### src/hdl/lls_pkg.sv
// Shared types and codes for the logical line splitter.
// No dependencies; imported by logical_line_splitter_core.
`default_nettype none

package lls_pkg;

    localparam int CharW  = 8;
    localparam int QDepth = 4;
    localparam int QPtrW  = $clog2(QDepth);
    localparam int QCntW  = $clog2(QDepth + 1);

    localparam logic [CharW-1:0] SepReset  = 8'd59;
    localparam logic [CharW-1:0] ComReset  = 8'd35;
    localparam logic [CharW-1:0] ContReset = 8'd92;

    typedef enum logic [1:0] {
        CMD_CHAR = 2'd0,
        CMD_EOL  = 2'd1,
        CMD_EOI  = 2'd2,
        CMD_NONE = 2'd3
    } cmd_t;

    typedef enum logic [1:0] {
        HELD_NONE = 2'd0,
        HELD_CONT = 2'd1,
        HELD_SEP  = 2'd2
    } held_t;

    typedef enum logic [1:0] {
        REG_SEP  = 2'd0,
        REG_COM  = 2'd1,
        REG_CONT = 2'd2
    } reg_idx_t;

    typedef struct packed {
        logic             has_char;
        logic [CharW-1:0] out_char;
        logic             line_end;
        logic             stream_end;
        logic             last;
    } result_t;

    localparam result_t ResultZero = '{
        has_char: 1'b0, out_char: '0, line_end: 1'b0, stream_end: 1'b0, last: 1'b0
    };

endpackage

`default_nettype wire

### src/hdl/logical_line_splitter_core.sv
// Logical line splitter: input handshake, line state, result queue.
// Depends on lls_pkg.
`default_nettype none

// Takes one item (character, end of physical line, end of input) per cycle
// while in_ready is high and produces zero, one or two result items, given
// out one per cycle, while out_ready is high, via a four-entry result queue.
// An item is taken whenever the queue has room for two results, so a stream
// that yields at most one result per item runs at one item per cycle while
// out_ready is high. Results are written into the queue when the item is
// accepted. The user writes separator, comment and continuation codes
// through the cfg port while the block is idle; the block does not enforce it.
module logical_line_splitter_core
    import lls_pkg::*;
(
    input  wire logic             clk,
    input  wire logic             rst_n,

    input  wire logic             cfg_we,
    input  wire logic [1:0]       cfg_index,
    input  wire logic [CharW-1:0] cfg_data,

    input  wire logic             in_valid,
    output logic                  in_ready,
    input  wire logic [1:0]       cmd,
    input  wire logic [CharW-1:0] in_char,

    output logic                  out_valid,
    input  wire logic             out_ready,
    output logic                  has_char,
    output logic [CharW-1:0]      out_char,
    output logic                  line_end,
    output logic                  stream_end,
    output logic                  last
);

    logic [CharW-1:0] sep_reg, com_reg, cont_reg;

    logic  comment_reg, comment_next;
    held_t held_reg, held_next;
    logic  cont_line_reg, cont_line_next;

    result_t          q_reg [QDepth];
    logic [QPtrW-1:0] wr_ptr_reg, rd_ptr_reg;
    logic [QCntW-1:0] count_reg, count_next;

    result_t    res0, res1;
    logic [1:0] n_res;
    logic       accept, pop;
    logic       com_hit;

    assign in_ready  = (count_reg <= QCntW'(QDepth - 2));
    assign accept    = in_valid && in_ready;
    assign out_valid = (count_reg != '0);
    assign pop       = out_valid && out_ready;

    always_ff @(posedge clk or negedge rst_n)
    begin
        if (!rst_n)
        begin
            sep_reg  <= SepReset;
            com_reg  <= ComReset;
            cont_reg <= ContReset;
        end
        else if (cfg_we)
        begin
            unique case (cfg_index)
                REG_SEP:  sep_reg  <= cfg_data;
                REG_COM:  com_reg  <= cfg_data;
                REG_CONT: cont_reg <= cfg_data;
                default:  ;
            endcase
        end
    end

    // Per-item decode: next line state and up to two results.
    always_comb
    begin
        comment_next   = comment_reg;
        held_next      = held_reg;
        cont_line_next = cont_line_reg;
        res0           = ResultZero;
        res1           = ResultZero;
        n_res          = 2'd0;
        com_hit        = comment_reg || (in_char == com_reg);

        unique case (cmd_t'(cmd))
            CMD_CHAR:
            begin
                // a held mark is emitted ahead of the new character
                if (held_reg == HELD_CONT || held_reg == HELD_SEP)
                begin
                    res0.has_char = 1'b1;
                    res0.out_char = (held_reg == HELD_CONT) ? cont_reg : sep_reg;
                    n_res         = 2'd1;
                end
                held_next    = HELD_NONE;
                comment_next = com_hit;

                if (!com_hit && in_char == sep_reg)
                begin
                    res1.line_end  = 1'b1;
                    comment_next   = 1'b0;
                    cont_line_next = 1'b0;
                    n_res          = n_res + 2'd1;
                end
                else if (!com_hit && in_char == cont_reg)
                begin
                    held_next = HELD_CONT;
                end
                else if (com_hit && in_char == sep_reg)
                begin
                    held_next = HELD_SEP;
                end
                else
                begin
                    res1.has_char = 1'b1;
                    res1.out_char = in_char;
                    n_res         = n_res + 2'd1;
                end

                if (n_res == 2'd1 && held_reg == HELD_NONE)
                begin
                    res0 = res1;
                end
            end
            CMD_EOL:
            begin
                if (held_reg == HELD_CONT && !comment_reg)
                begin
                    held_next      = HELD_NONE;
                    comment_next   = 1'b0;
                    cont_line_next = 1'b1;
                end
                else
                begin
                    if (held_reg == HELD_CONT)
                    begin
                        res0.has_char = 1'b1;
                        res0.out_char = cont_reg;
                        res1.line_end = 1'b1;
                        n_res         = 2'd2;
                    end
                    else
                    begin
                        res0.line_end = 1'b1;
                        n_res         = 2'd1;
                    end
                    comment_next   = 1'b0;
                    held_next      = HELD_NONE;
                    cont_line_next = 1'b0;
                end
            end
            CMD_EOI:
            begin
                if (cont_line_reg || held_reg != HELD_NONE || comment_reg)
                begin
                    res0.line_end   = 1'b1;
                    res1.stream_end = 1'b1;
                    n_res           = 2'd2;
                end
                else
                begin
                    res0.stream_end = 1'b1;
                    n_res           = 2'd1;
                end
                comment_next   = 1'b0;
                held_next      = HELD_NONE;
                cont_line_next = 1'b0;
            end
            default: ;
        endcase

        if (n_res == 2'd1)
        begin
            res0.last = 1'b1;
        end
        if (n_res == 2'd2)
        begin
            res1.last = 1'b1;
        end
    end

    always_ff @(posedge clk or negedge rst_n)
    begin
        if (!rst_n)
        begin
            comment_reg   <= 1'b0;
            held_reg      <= HELD_NONE;
            cont_line_reg <= 1'b0;
        end
        else if (accept)
        begin
            comment_reg   <= comment_next;
            held_reg      <= held_next;
            cont_line_reg <= cont_line_next;
        end
    end

    always_comb
    begin
        count_next = count_reg;
        if (accept)
        begin
            count_next = count_next + QCntW'(n_res);
        end
        if (pop)
        begin
            count_next = count_next - QCntW'(1);
        end
    end

    always_ff @(posedge clk or negedge rst_n)
    begin
        if (!rst_n)
        begin
            wr_ptr_reg <= '0;
            rd_ptr_reg <= '0;
            count_reg  <= '0;
        end
        else
        begin
            count_reg <= count_next;
            if (accept)
            begin
                wr_ptr_reg <= wr_ptr_reg + QPtrW'(n_res);
            end
            if (pop)
            begin
                rd_ptr_reg <= rd_ptr_reg + QPtrW'(1);
            end
        end
    end

    // queue payload, no reset needed
    always_ff @(posedge clk)
    begin
        if (accept && n_res != 2'd0)
        begin
            q_reg[wr_ptr_reg] <= res0;
        end
        if (accept && n_res == 2'd2)
        begin
            q_reg[wr_ptr_reg + QPtrW'(1)] <= res1;
        end
    end

    assign has_char   = q_reg[rd_ptr_reg].has_char;
    assign out_char   = q_reg[rd_ptr_reg].out_char;
    assign line_end   = q_reg[rd_ptr_reg].line_end;
    assign stream_end = q_reg[rd_ptr_reg].stream_end;
    assign last       = q_reg[rd_ptr_reg].last;

endmodule

`default_nettype wire
### config.mk
export PLATFORM = sky130hd
export DESIGN_NAME = logical_line_splitter_core
export DESIGN_NICKNAME = d
export VERILOG_FILES = /design/src/hdl/lls_pkg.sv /design/src/hdl/logical_line_splitter_core.sv
export SDC_FILE = /design/constraint.sdc
export NUM_CORES = 1
export LEC_CHECK = 0
export CAP_MARGIN = 30
export CORE_MARGIN = 4
export CORE_UTILIZATION = 33
export CTS_CLUSTER_DIAMETER = 200
export DETAILED_ROUTE_END_ITERATION = 10
export DONT_BUFFER_PORTS = 1
export HOLD_SLACK_MARGIN = 0.06
export SLEW_MARGIN = 20
export SYNTH_ARGS = -nofsm -noshare
export SYNTH_HDL_FRONTEND = slang
export SYNTH_SLANG_ARGS = --single-unit
### constraint.sdc
create_clock -name clk -period 4.8 [get_ports clk]
set_input_delay 0.72 -clock clk [delete_from_list [all_inputs] [get_ports clk]]
set_output_delay 0.72 -clock clk [all_outputs]
set_load 0.005 [all_outputs]
==> results of run 1 <==
==> cell usage after synthesis (6+ instances only) <==
library cell	instances	share of area, %
sky130_fd_sc_hd__mux2_2	25	6.0
sky130_fd_sc_hd__dfstp_2	12	6.8
sky130_fd_sc_hd__nor2_1	10	0.80
sky130_fd_sc_hd__xor2_1	18	3.4
sky130_fd_sc_hd__o21ai_0	6	0.64
sky130_fd_sc_hd__edfxtp_1	48	31
sky130_fd_sc_hd__nand2_1	28	2.3
sky130_fd_sc_hd__a21oi_1	7	0.75
sky130_fd_sc_hd__buf_6	7	1.7
sky130_fd_sc_hd__inv_1	10	0.80
sky130_fd_sc_hd__ha_1	11	2.9
sky130_fd_sc_hd__a222oi_1	8	1.7
sky130_fd_sc_hd__mux2i_1	44	9.4
sky130_fd_sc_hd__dfrtp_1	23	12
sky130_fd_sc_hd__xnor2_1	12	2.3
sky130_fd_sc_hd__mux4_2	12	5.8
==> final cells by class <==
class,instances,area (µm²),area share (%)
multi-input cells,236,2150,42.3
inverters,10,37.5,0.737
clock buffers,10,229,4.49
clock inverters,6,63.8,1.25
flip-flops and latches,83,2330,45.8
well taps,180,225,4.42
repair buffers,7,52.6,1.03
==> stage by stage <==
step	setup WS [ns]	utilization [%]	hold WS, ns	cell area [µm²]
3_5_place_dp	0.781	34.6	0.427	4800
3_3_place_gp	0.866	34.6	0.427	4800
4_1_cts	1.00	36.7	0.0690	5090
5_1_grt	0.762	36.7	0.0648	5090
6_report	0.991	36.7	0.0830	5090
2_1_floorplan	0.628	-	0.424	4670
==> metal layers <==
metal	wire (µm)	vias up
li1	-	1318
met1	4180	1410
met2	5030	56
met3	550	9
met4	145	0
met5	0	-
==> cell families (layout without fill, tap and decap cells) <==
| logic type | after synthesis | in the layout | share of synthesized area [%] |
|---|---|---|---|
| flip-flops | 83 | 83 | 50.0 |
| multiplexers | 81 | 81 | 21.3 |
| AND/OR/NAND/NOR | 74 | 74 | 9.73 |
| AO/OA/AOI/OAI | 40 | 40 | 6.60 |
| XOR/XNOR | 30 | 30 | 5.63 |
| buffers and inverters | 30 | 33 | 3.83 |
| adder cells (fa/ha/maj) | 11 | 11 | 2.95 |
==> worst min path at each step <==
stage / endpoint / depth (start not counted) / slack [ns] / start
3_5_place_dp: count_reg[1]$_DFF_PN0_ / 0 / 0.43 / rst_n
3_3_place_gp: count_reg[0]$_DFF_PN0_ / 0 / 0.43 / rst_n
2_1_floorplan: com_reg[2]$_DFFE_PN0P_ / 0 / 0.42 / rst_n
6_report: count_reg[2]$_DFF_PN0_ / 0 / 0.08 / rst_n
5_1_grt: count_reg[2]$_DFF_PN0_ / 0 / 0.06 / rst_n
4_1_cts: count_reg[0]$_DFF_PN0_ / 0 / 0.07 / rst_n
==> power by group <==
part	leakage (nW)	switching (mW)	total [mW]	internal [mW]
combinational	1.12	0.206	0.451	0.244
clock	0.140	0.274	0.677	0.403
sequential	0.849	0.132	1.00	0.872
==> critical path: cells and delay by family (launching register included) <==
kind | cells | cell delay [ns]
compound gates | 1 | 0.14
mux | 1 | 0.21
buf+inv | 1 | 0.19
flops | 1 | 0.56
xor+xnor | 2 | 0.21
simple gates | 7 | 1.50
fa+ha+maj | 4 | 0.90
==> results.cfg, run 1 <==
[synthesis]
ys_async_sr_fraction_pct = 42.2
number_of_synthesis_warnings = 0
synth.lib_cells_used.distinct = 50
syn-cell-area_um2 = 4670
synth.ff_latch_count = 83
number_of_instances_in_the_synthesized_netlist = 349
postSynth.topFlopCell = sky130_fd_sc_hd__edfxtp_1
syn_avg_cell_area_um2 = 13.4
synth.net_count = 385
ys_seq_area_share_pct = 50.0
synth_edf_count = 48

[worst_setup_path]
worst-endpoint-required_ns = 5.02
r2r-end = count_reg[2]$_DFF_PN0_
crit_path_start = sep_reg[5]$_DFFE_PN1P_
rr_worst_depth = 16
cpPeakStageDelay_ns = 0.56
r2r_setup_slack_ns = 0.99
crit_path_start_kind = flip-flop
timing.critical_path.fanout_max = 11
critical_path_arrival_ns = 4.03
critical_path.slowest_cell = sky130_fd_sc_hd__dfstp_2
timing.critical_path.mode_cell = sky130_fd_sc_hd__ha_1
cp-endpoint = count_reg[2]$_DFF_PN0_
rr_startpoint = sep_reg[5]$_DFFE_PN1P_
crit_type = flip-flop to flip-flop
critical_path_sink_type = flip-flop
path_cells = xor2_1 > nor4_2 > and2_2 > nand2b_1 > ha_1 > or4b_1 > o2111ai_1 > nor3_2 > buf_4 > nor2_1 > ha_1 > ha_1 > mux2i_1 > ha_1 > nand2_1 > xnor2_1

[final_layout]
final_cell_mix = sky130_fd_sc_hd__edfxtp_1 (48), sky130_fd_sc_hd__mux2i_1 (44), sky130_fd_sc_hd__nand2_1 (28)
finalNonFillerCells = 532
antenna_cells = 0
nets = 383
areaGrowthSynthToFinish_pct = 9.20
mostFrequentLayoutCell = sky130_fd_sc_hd__edfxtp_1
max_reg_flops = 48
filler_cell_count = 1331
drive_gt1_share_pct = 24.7

[placed_design]
post-place-cells = 516
detailed_place_hpwl_um = 7280
io_buffer_count = 0
gp_congestion = 0.803

[sta]
worst_slew_margin_rel_pct = 42.6
setup_violations = 0
timing.final.max_slew_violations = 0
timing.setup.tns_ns = 0
fin_worst_skew_ns = 0.00546
period_share_pct = 79.3
timing.final.hold_violations = 0
setup_repair_after_global_routing_missed_its_margin = no
timing.fmax_ghz = 0.263
timing_worst_slew_pin_value_ns = 0.860
final.min_clock_period_ns = 3.81

[cts]
clock_buffer_count_from_cts = 9
insertion_delay_ns = 0.33
postCtsSetupRepairBufs = 0
cts_root_buffer = sky130_fd_sc_hd__clkbuf_16
cts_tree = done
htreeDepth = 3
cts.reportedPaths.clkPinSlew_ns = 0.06
cts.sinks = 83
postCtsHoldBufs = 0
cts-resized-gates = 0
cts.path.max_buffers = 2

[route]
drtPass1Iterations = 5
detail_route.iter0.violations = 158
antenna_violating_nets_post_route = 0
drt-vias-per-instance = 5.25
detail_route.wirelength_um = 9910
detailroute.via_count = 2793
drc_errors = 0
routedWlPerCell_um = 18.6

[floorplan]
design.core.area_um2 = 13900
num_rows = 43
die_w_um = 127
start_util_pct = 33.6
die_area_um2 = 16100
die_height_um = 127
floorplan.io_pins = 39

[grt]
maximum_number_of_pins_on_one_net_before_global_route_repair = 36
busiest_layer = met2
grt_use_met2_pct = 21.3
grt.met1_usage_pct = 15.8
grtUsageMet3_pct = 3.28
grt_pass1_vias = 2930
overall_global_routing_resource_usage_pct = 12.8
grt_overflow_total = 0
wire_length_of_the_first_global_routing_pass_um = 16100
antenna_found_initial = 0

[min_path]
hold_class = primary input to async pin

[run]
cap_viol_max_count = 0

[pwr]
power_per_cell_area_nw_per_um2 = 418
total_power_mw = 2.13
power.static_leakage_nw = 2.11
worst_case_vdd_ir_drop_uv = 169

[run_status]
outcome = finished clean
Note: power is estimated with default switching activity, not from simulation.
==> run 2, diff against run 1 <==
Clock period 4.8 ns to 3.55 ns, I/O delays scaled along.
==> results.cfg, run 2 (synthesized netlist as in run 1, its figures left out) <==
[worst_setup_path]
worst-endpoint-required_ns = 3.77
critical_path.slowest_cell = sky130_fd_sc_hd__dfstp_2
path_cells = xor2_1 > nor4_2 > and2_4 > nand2b_4 > ha_4 > or4b_1 > o2111ai_1 > nor3_2 > nor2_2 > ha_1 > ha_1 > mux2i_1 > ha_1 > nand2_1 > xnor2_1
critical_path_sink_type = flip-flop
critical_path_arrival_ns = 3.54
cpPeakStageDelay_ns = 0.55
r2r_setup_slack_ns = 0.23
crit_path_start_kind = flip-flop
timing.critical_path.mode_cell = sky130_fd_sc_hd__ha_1
timing.critical_path.fanout_max = 4
crit_family = simple AND/OR/NAND/NOR gates
critical_path.n_buffers_inverters = 0
crit_type = flip-flop to flip-flop

[placed_design]
detailed_place_hpwl_um = 7500
io_buffer_count = 0
gp_congestion = 0.789

[route]
drt-vias-per-instance = 5.15
drtPass1Iterations = 6
detail_route.iter0.violations = 184
detail_route.wirelength_um = 9980
routedWlPerCell_um = 18.3
antenna_violating_nets_post_route = 0
detailroute.via_count = 2804
drc_errors = 0

[floorplan]
design.core.area_um2 = 13900
num_rows = 43
die_area_um2 = 16100
die_w_um = 127
floorplan.io_pins = 39
start_util_pct = 33.6
die_height_um = 127

[cts]
postCtsSetupRepairBufs = 0
cts.reportedPaths.clkPinSlew_ns = 0.06
cts_tree = done
cts.path.max_buffers = 2
cts.sinks = 83
htreeDepth = 3
clock_buffer_count_from_cts = 9
cts_root_buffer = sky130_fd_sc_hd__clkbuf_16
insertion_delay_ns = 0.33

[final_layout]
mostFrequentLayoutCell = sky130_fd_sc_hd__edfxtp_1
max_reg_flops = 48
antenna_cells = 0
nets = 395
filler_cell_count = 1324
areaGrowthSynthToFinish_pct = 13.1
drive_gt1_share_pct = 28.3
final_cell_mix = sky130_fd_sc_hd__edfxtp_1 (48), sky130_fd_sc_hd__mux2i_1 (44), sky130_fd_sc_hd__nand2_1 (28)

[sta]
period_share_pct = 93.4
fin_worst_skew_ns = 0.00563
final.min_clock_period_ns = 3.32
timing.fmax_ghz = 0.302
worst_slew_margin_rel_pct = 57.9
setup_violations = 0
timing.setup.tns_ns = 0
setup_repair_after_global_routing_missed_its_margin = no
timing.final.max_slew_violations = 0
timing.final.hold_violations = 0
timing_worst_slew_pin_value_ns = 0.629

[run_status]
outcome = finished clean

[grt]
grt_pass1_vias = 2969
wire_length_of_the_first_global_routing_pass_um = 16400
antenna_found_initial = 0
maximum_number_of_pins_on_one_net_before_global_route_repair = 36
overall_global_routing_resource_usage_pct = 13.1
grt_overflow_total = 0

[min_path]
hold_class = primary input to flip-flop

[pwr]
power.static_leakage_nw = 2.21
total_power_mw = 2.97
worst_case_vdd_ir_drop_uv = 192
power_per_cell_area_nw_per_um2 = 562

[run]
cap_viol_max_count = 0
[run 2: cell count changes in the layout (fill, tap and decap cells not counted), moves of 2 or more]
| cell | previous run | this run |
|---|---|---|
| sky130_fd_sc_hd__o21ai_0 | 6 | 4 |
| sky130_fd_sc_hd__buf_4 | 7 | 14 |
| sky130_fd_sc_hd__buf_12 | 0 | 3 |
| sky130_fd_sc_hd__o21ai_1 | 0 | 2 |
[run 2: repair_timing]
item / in CTS / in global routing
setup endpoints to repair: 0 / 2
hold endpoints to repair: 35 / 0
gates resized for setup: 0 / 1
hold buffers: 2 / 0
[run 2: power by group]
| group | switching, mW | internal [mW] |
|---|---|---|
| logic | 0.318 | 0.358 |
| clock network | 0.377 | 0.592 |
| registers | 0.142 | 1.18 |
| total | 0.838 | 2.13 |
[run 2: layout make-up]
class	instances	area, µm²	area share (%)
clock buffer	11	255	4.84
clock inverter	5	57.6	1.09
inverter	10	37.5	0.711
multi-input combinational	236	2180	41.3
sequential	83	2330	44.2
tap	180	225	4.27
timing repair buffer	19	190	3.60
[run 2: final timing paths]
| path | from | endpoint | cells past startpoint |
|---|---|---|---|
| max in group asynchronous | rst_n | sep_reg[1]$_DFFE_PN1P_ | 2 |
| min in group asynchronous | rst_n | count_reg[0]$_DFF_PN0_ | 2 |
| worst max register to register | sep_reg[5]$_DFFE_PN1P_ | count_reg[2]$_DFF_PN0_ | 15 |
| worst max-delay path | sep_reg[5]$_DFFE_PN1P_ | count_reg[2]$_DFF_PN0_ | 15 |
| worst min register to register | held_reg[1]$_DFFE_PN0P_ | held_reg[1]$_DFFE_PN0P_ | 2 |
| worst min-delay path | cfg_data[7] | cont_reg[7]$_DFFE_PN0P_ | 1 |
[run 2: per-layer routing]
metal | vias up | share of wire (%) | global-route usage (%)
met4 | 0 | 1.8 | 5.24
met3 | 12 | 5.3 | 3.58
met2 | 54 | 50 | 22.1
li1 | 1352 | - | -
met5 | - | 0 | 0
met1 | 1386 | 43 | 15.8
[run 2: metrics by stage]
step	std cells	setup WS [ns]	instance area (µm²)	util, %	hold slack, ns
6_report	544	0.233	5280	38.0	0.344
5_1_grt	544	0.00232	5280	38.0	0.330
4_1_cts	543	0.192	5260	37.9	0.333
3_5_place_dp	525	0.135	4920	35.4	0.239
3_3_place_gp	525	0.155	4920	35.4	0.239
2_1_floorplan	349	-0.0834	4690	-	0.237
==> run 3, diff against run 2 <==
--- a/config.mk
+++ b/config.mk
@@ -7,5 +7,4 @@
 export LEC_CHECK = 0
 export CAP_MARGIN = 30
-export CORE_MARGIN = 4
 export CORE_UTILIZATION = 33
 export CTS_CLUSTER_DIAMETER = 200
==> constraint.sdc (replaced) <==
create_clock -name clk -period 3.55 [get_ports clk]
set_input_delay 0.5325 -clock clk [delete_from_list [all_inputs] [get_ports clk]]
set_output_delay 0.5325 -clock clk [all_outputs]
set_load 0.02 [all_outputs]
==> results.cfg, run 3 (synthesized netlist as in run 1, its figures left out) <==
[floorplan]
die_area_um2 = 14600
design.core.area_um2 = 13800
num_rows = 43
die_height_um = 121
floorplan.io_pins = 39
die_w_um = 121
start_util_pct = 33.7

[route]
routedWlPerCell_um = 18.1
drc_errors = 0
detail_route.iter0.violations = 293
drtPass1Iterations = 5
detail_route.wirelength_um = 9890
drt-vias-per-instance = 5.20
detailroute.via_count = 2834
antenna_violating_nets_post_route = 0

[sta]
timing.final.ws_setup_ns = 0.177
timing.final.hold_violations = 0
setup_repair_after_global_routing_missed_its_margin = no
worst_slew_margin_rel_pct = 56.7
fin_worst_skew_ns = 0.00794
setup_violations = 0
timing.final.max_slew_violations = 0
timing.setup.tns_ns = 0
final.min_clock_period_ns = 3.37
timing.fmax_ghz = 0.296
period_share_pct = 95.0
timing_worst_slew_pin_value_ns = 0.650
hold-worst-slack_ns = 0.341

[pwr]
portion_of_total_power_attributed_to_the_clock_network_pct = 28.5
pwr-share-comb_pct = 26.3
worst_case_vdd_ir_drop_uv = 201
power.static_leakage_nw = 2.19
p_sw_mw = 0.946
power.share.switching_pct = 31.9
sequential_share_of_power_pct = 45.2
total_power_mw = 2.97
internal_dissipation_mw = 2.02
power_per_cell_area_nw_per_um2 = 566

[final_layout]
mostFrequentLayoutCell = sky130_fd_sc_hd__edfxtp_1
design_area_um2 = 5240
antenna_cells = 0
final_cell_mix = sky130_fd_sc_hd__edfxtp_1 (48), sky130_fd_sc_hd__mux2i_1 (43), sky130_fd_sc_hd__nand2_1 (28)
areaGrowthSynthToFinish_pct = 12.4
finish.utilization_pct = 37.9
drive_gt1_share_pct = 28.5
max_reg_flops = 48
nets = 396
finalNonFillerCells = 545

[worst_setup_path]
r2r-end = count_reg[2]$_DFF_PN0_
timing.critical_path.fanout_max = 4
crit_path_start = sep_reg[3]$_DFFE_PN1P_
cp-endpoint = count_reg[2]$_DFF_PN0_
worst-endpoint-required_ns = 3.78
crit_path_start_kind = flip-flop
crit_type = flip-flop to flip-flop
rr_startpoint = sep_reg[3]$_DFFE_PN1P_
critical_path_arrival_ns = 3.60
rr_worst_depth = 15
r2r_setup_slack_ns = 0.18
critical_path_sink_type = flip-flop

[cts]
postCtsSetupRepairBufs = 0
clock_buffer_count_from_cts = 9
cts_root_buffer = sky130_fd_sc_hd__clkbuf_16
cts.sinks = 83
cts_tree = done
insertion_delay_ns = 0.34
cts.reportedPaths.clkPinSlew_ns = 0.06
htreeDepth = 3
cts.path.max_buffers = 2

[run_status]
outcome = finished clean

[grt]
antenna_found_initial = 0
grt_overflow_total = 0
grt_pass1_vias = 2906
overall_global_routing_resource_usage_pct = 14.5
maximum_number_of_pins_on_one_net_before_global_route_repair = 36
wire_length_of_the_first_global_routing_pass_um = 15700

[placed_design]
place_worst_setup_slack_ns = -0.00554
post-place-cells = 526
detailed_place_hpwl_um = 7390
io_buffer_count = 0
gp_congestion = 0.879
placed_cell_area_um2 = 4920

[min_path]
hold_class = primary input to flip-flop

[run]
cap_viol_max_count = 0
[run 3: power groups by stage]
stage                     Combinational (mW)  Sequential (mW)  Clock [mW]
after floorplan                        0.684             1.27           0
after global placement                 0.724             1.38           0
after detailed placement               0.740             1.38           0
after CTS                              0.753             1.37       0.868
after global routing                   0.853             1.36       0.915
final                                  0.780             1.34       0.846
[run 3: layout make-up]
type                            instances  area [µm²]
Timing Repair Buffer                   20         194
Sequential cell                        83        2330
Tap cell                              180         225
Clock inverter                          5        32.5
Clock buffer                           11         233
Fill cell                            1319        8580
Multi-Input combinational cell        236        2190
Inverter                               10        37.5
[run 3: worst min path at each step]
stage                      from                      end  slack [ns]  depth (start not counted)
detailed placement        rst_n   count_reg[0]$_DFF_PN0_        0.24                          0
finish              cfg_data[2]   com_reg[2]$_DFFE_PN0P_        0.34                          1
CTS                 cfg_data[2]   com_reg[2]$_DFFE_PN0P_        0.34                          1
global placement          rst_n   count_reg[0]$_DFF_PN0_        0.24                          0
global route        cfg_data[0]  cont_reg[0]$_DFFE_PN0P_        0.33                          1
floorplan                 rst_n   com_reg[2]$_DFFE_PN0P_        0.24                          0
[run 3: per-layer routing]
layer	wire length, µm	vias up	track usage [%]
met5	0	-	0
met4	134	0	5.02
met3	592	8	4.79
met2	5020	66	25.0
met1	4140	1414	16.8
li1	-	1346	-
[run 3: repair_timing]
action	4_1_cts	5_1_grt
endpoints found under the hold margin	35	0
gates resized for setup	0	3
hold buffers	2	0
setup endpoints to repair	0	2
[run 3: critical path: stages (launching register included)]
cell and delay (ns):
sky130_fd_sc_hd__dfstp_2 0.55, sky130_fd_sc_hd__xor2_1 0.08, sky130_fd_sc_hd__nor4_2 0.36, sky130_fd_sc_hd__and2_4 0.22, sky130_fd_sc_hd__nand2b_4 0.06, sky130_fd_sc_hd__ha_4 0.28
sky130_fd_sc_hd__or4b_1 0.45, sky130_fd_sc_hd__o2111ai_2 0.12, sky130_fd_sc_hd__nor3_2 0.09, sky130_fd_sc_hd__nor2_2 0.11, sky130_fd_sc_hd__ha_1 0.16, sky130_fd_sc_hd__ha_1 0.23
sky130_fd_sc_hd__mux2i_2 0.18, sky130_fd_sc_hd__ha_1 0.17, sky130_fd_sc_hd__nand2_1 0.06, sky130_fd_sc_hd__xnor2_1 0.13
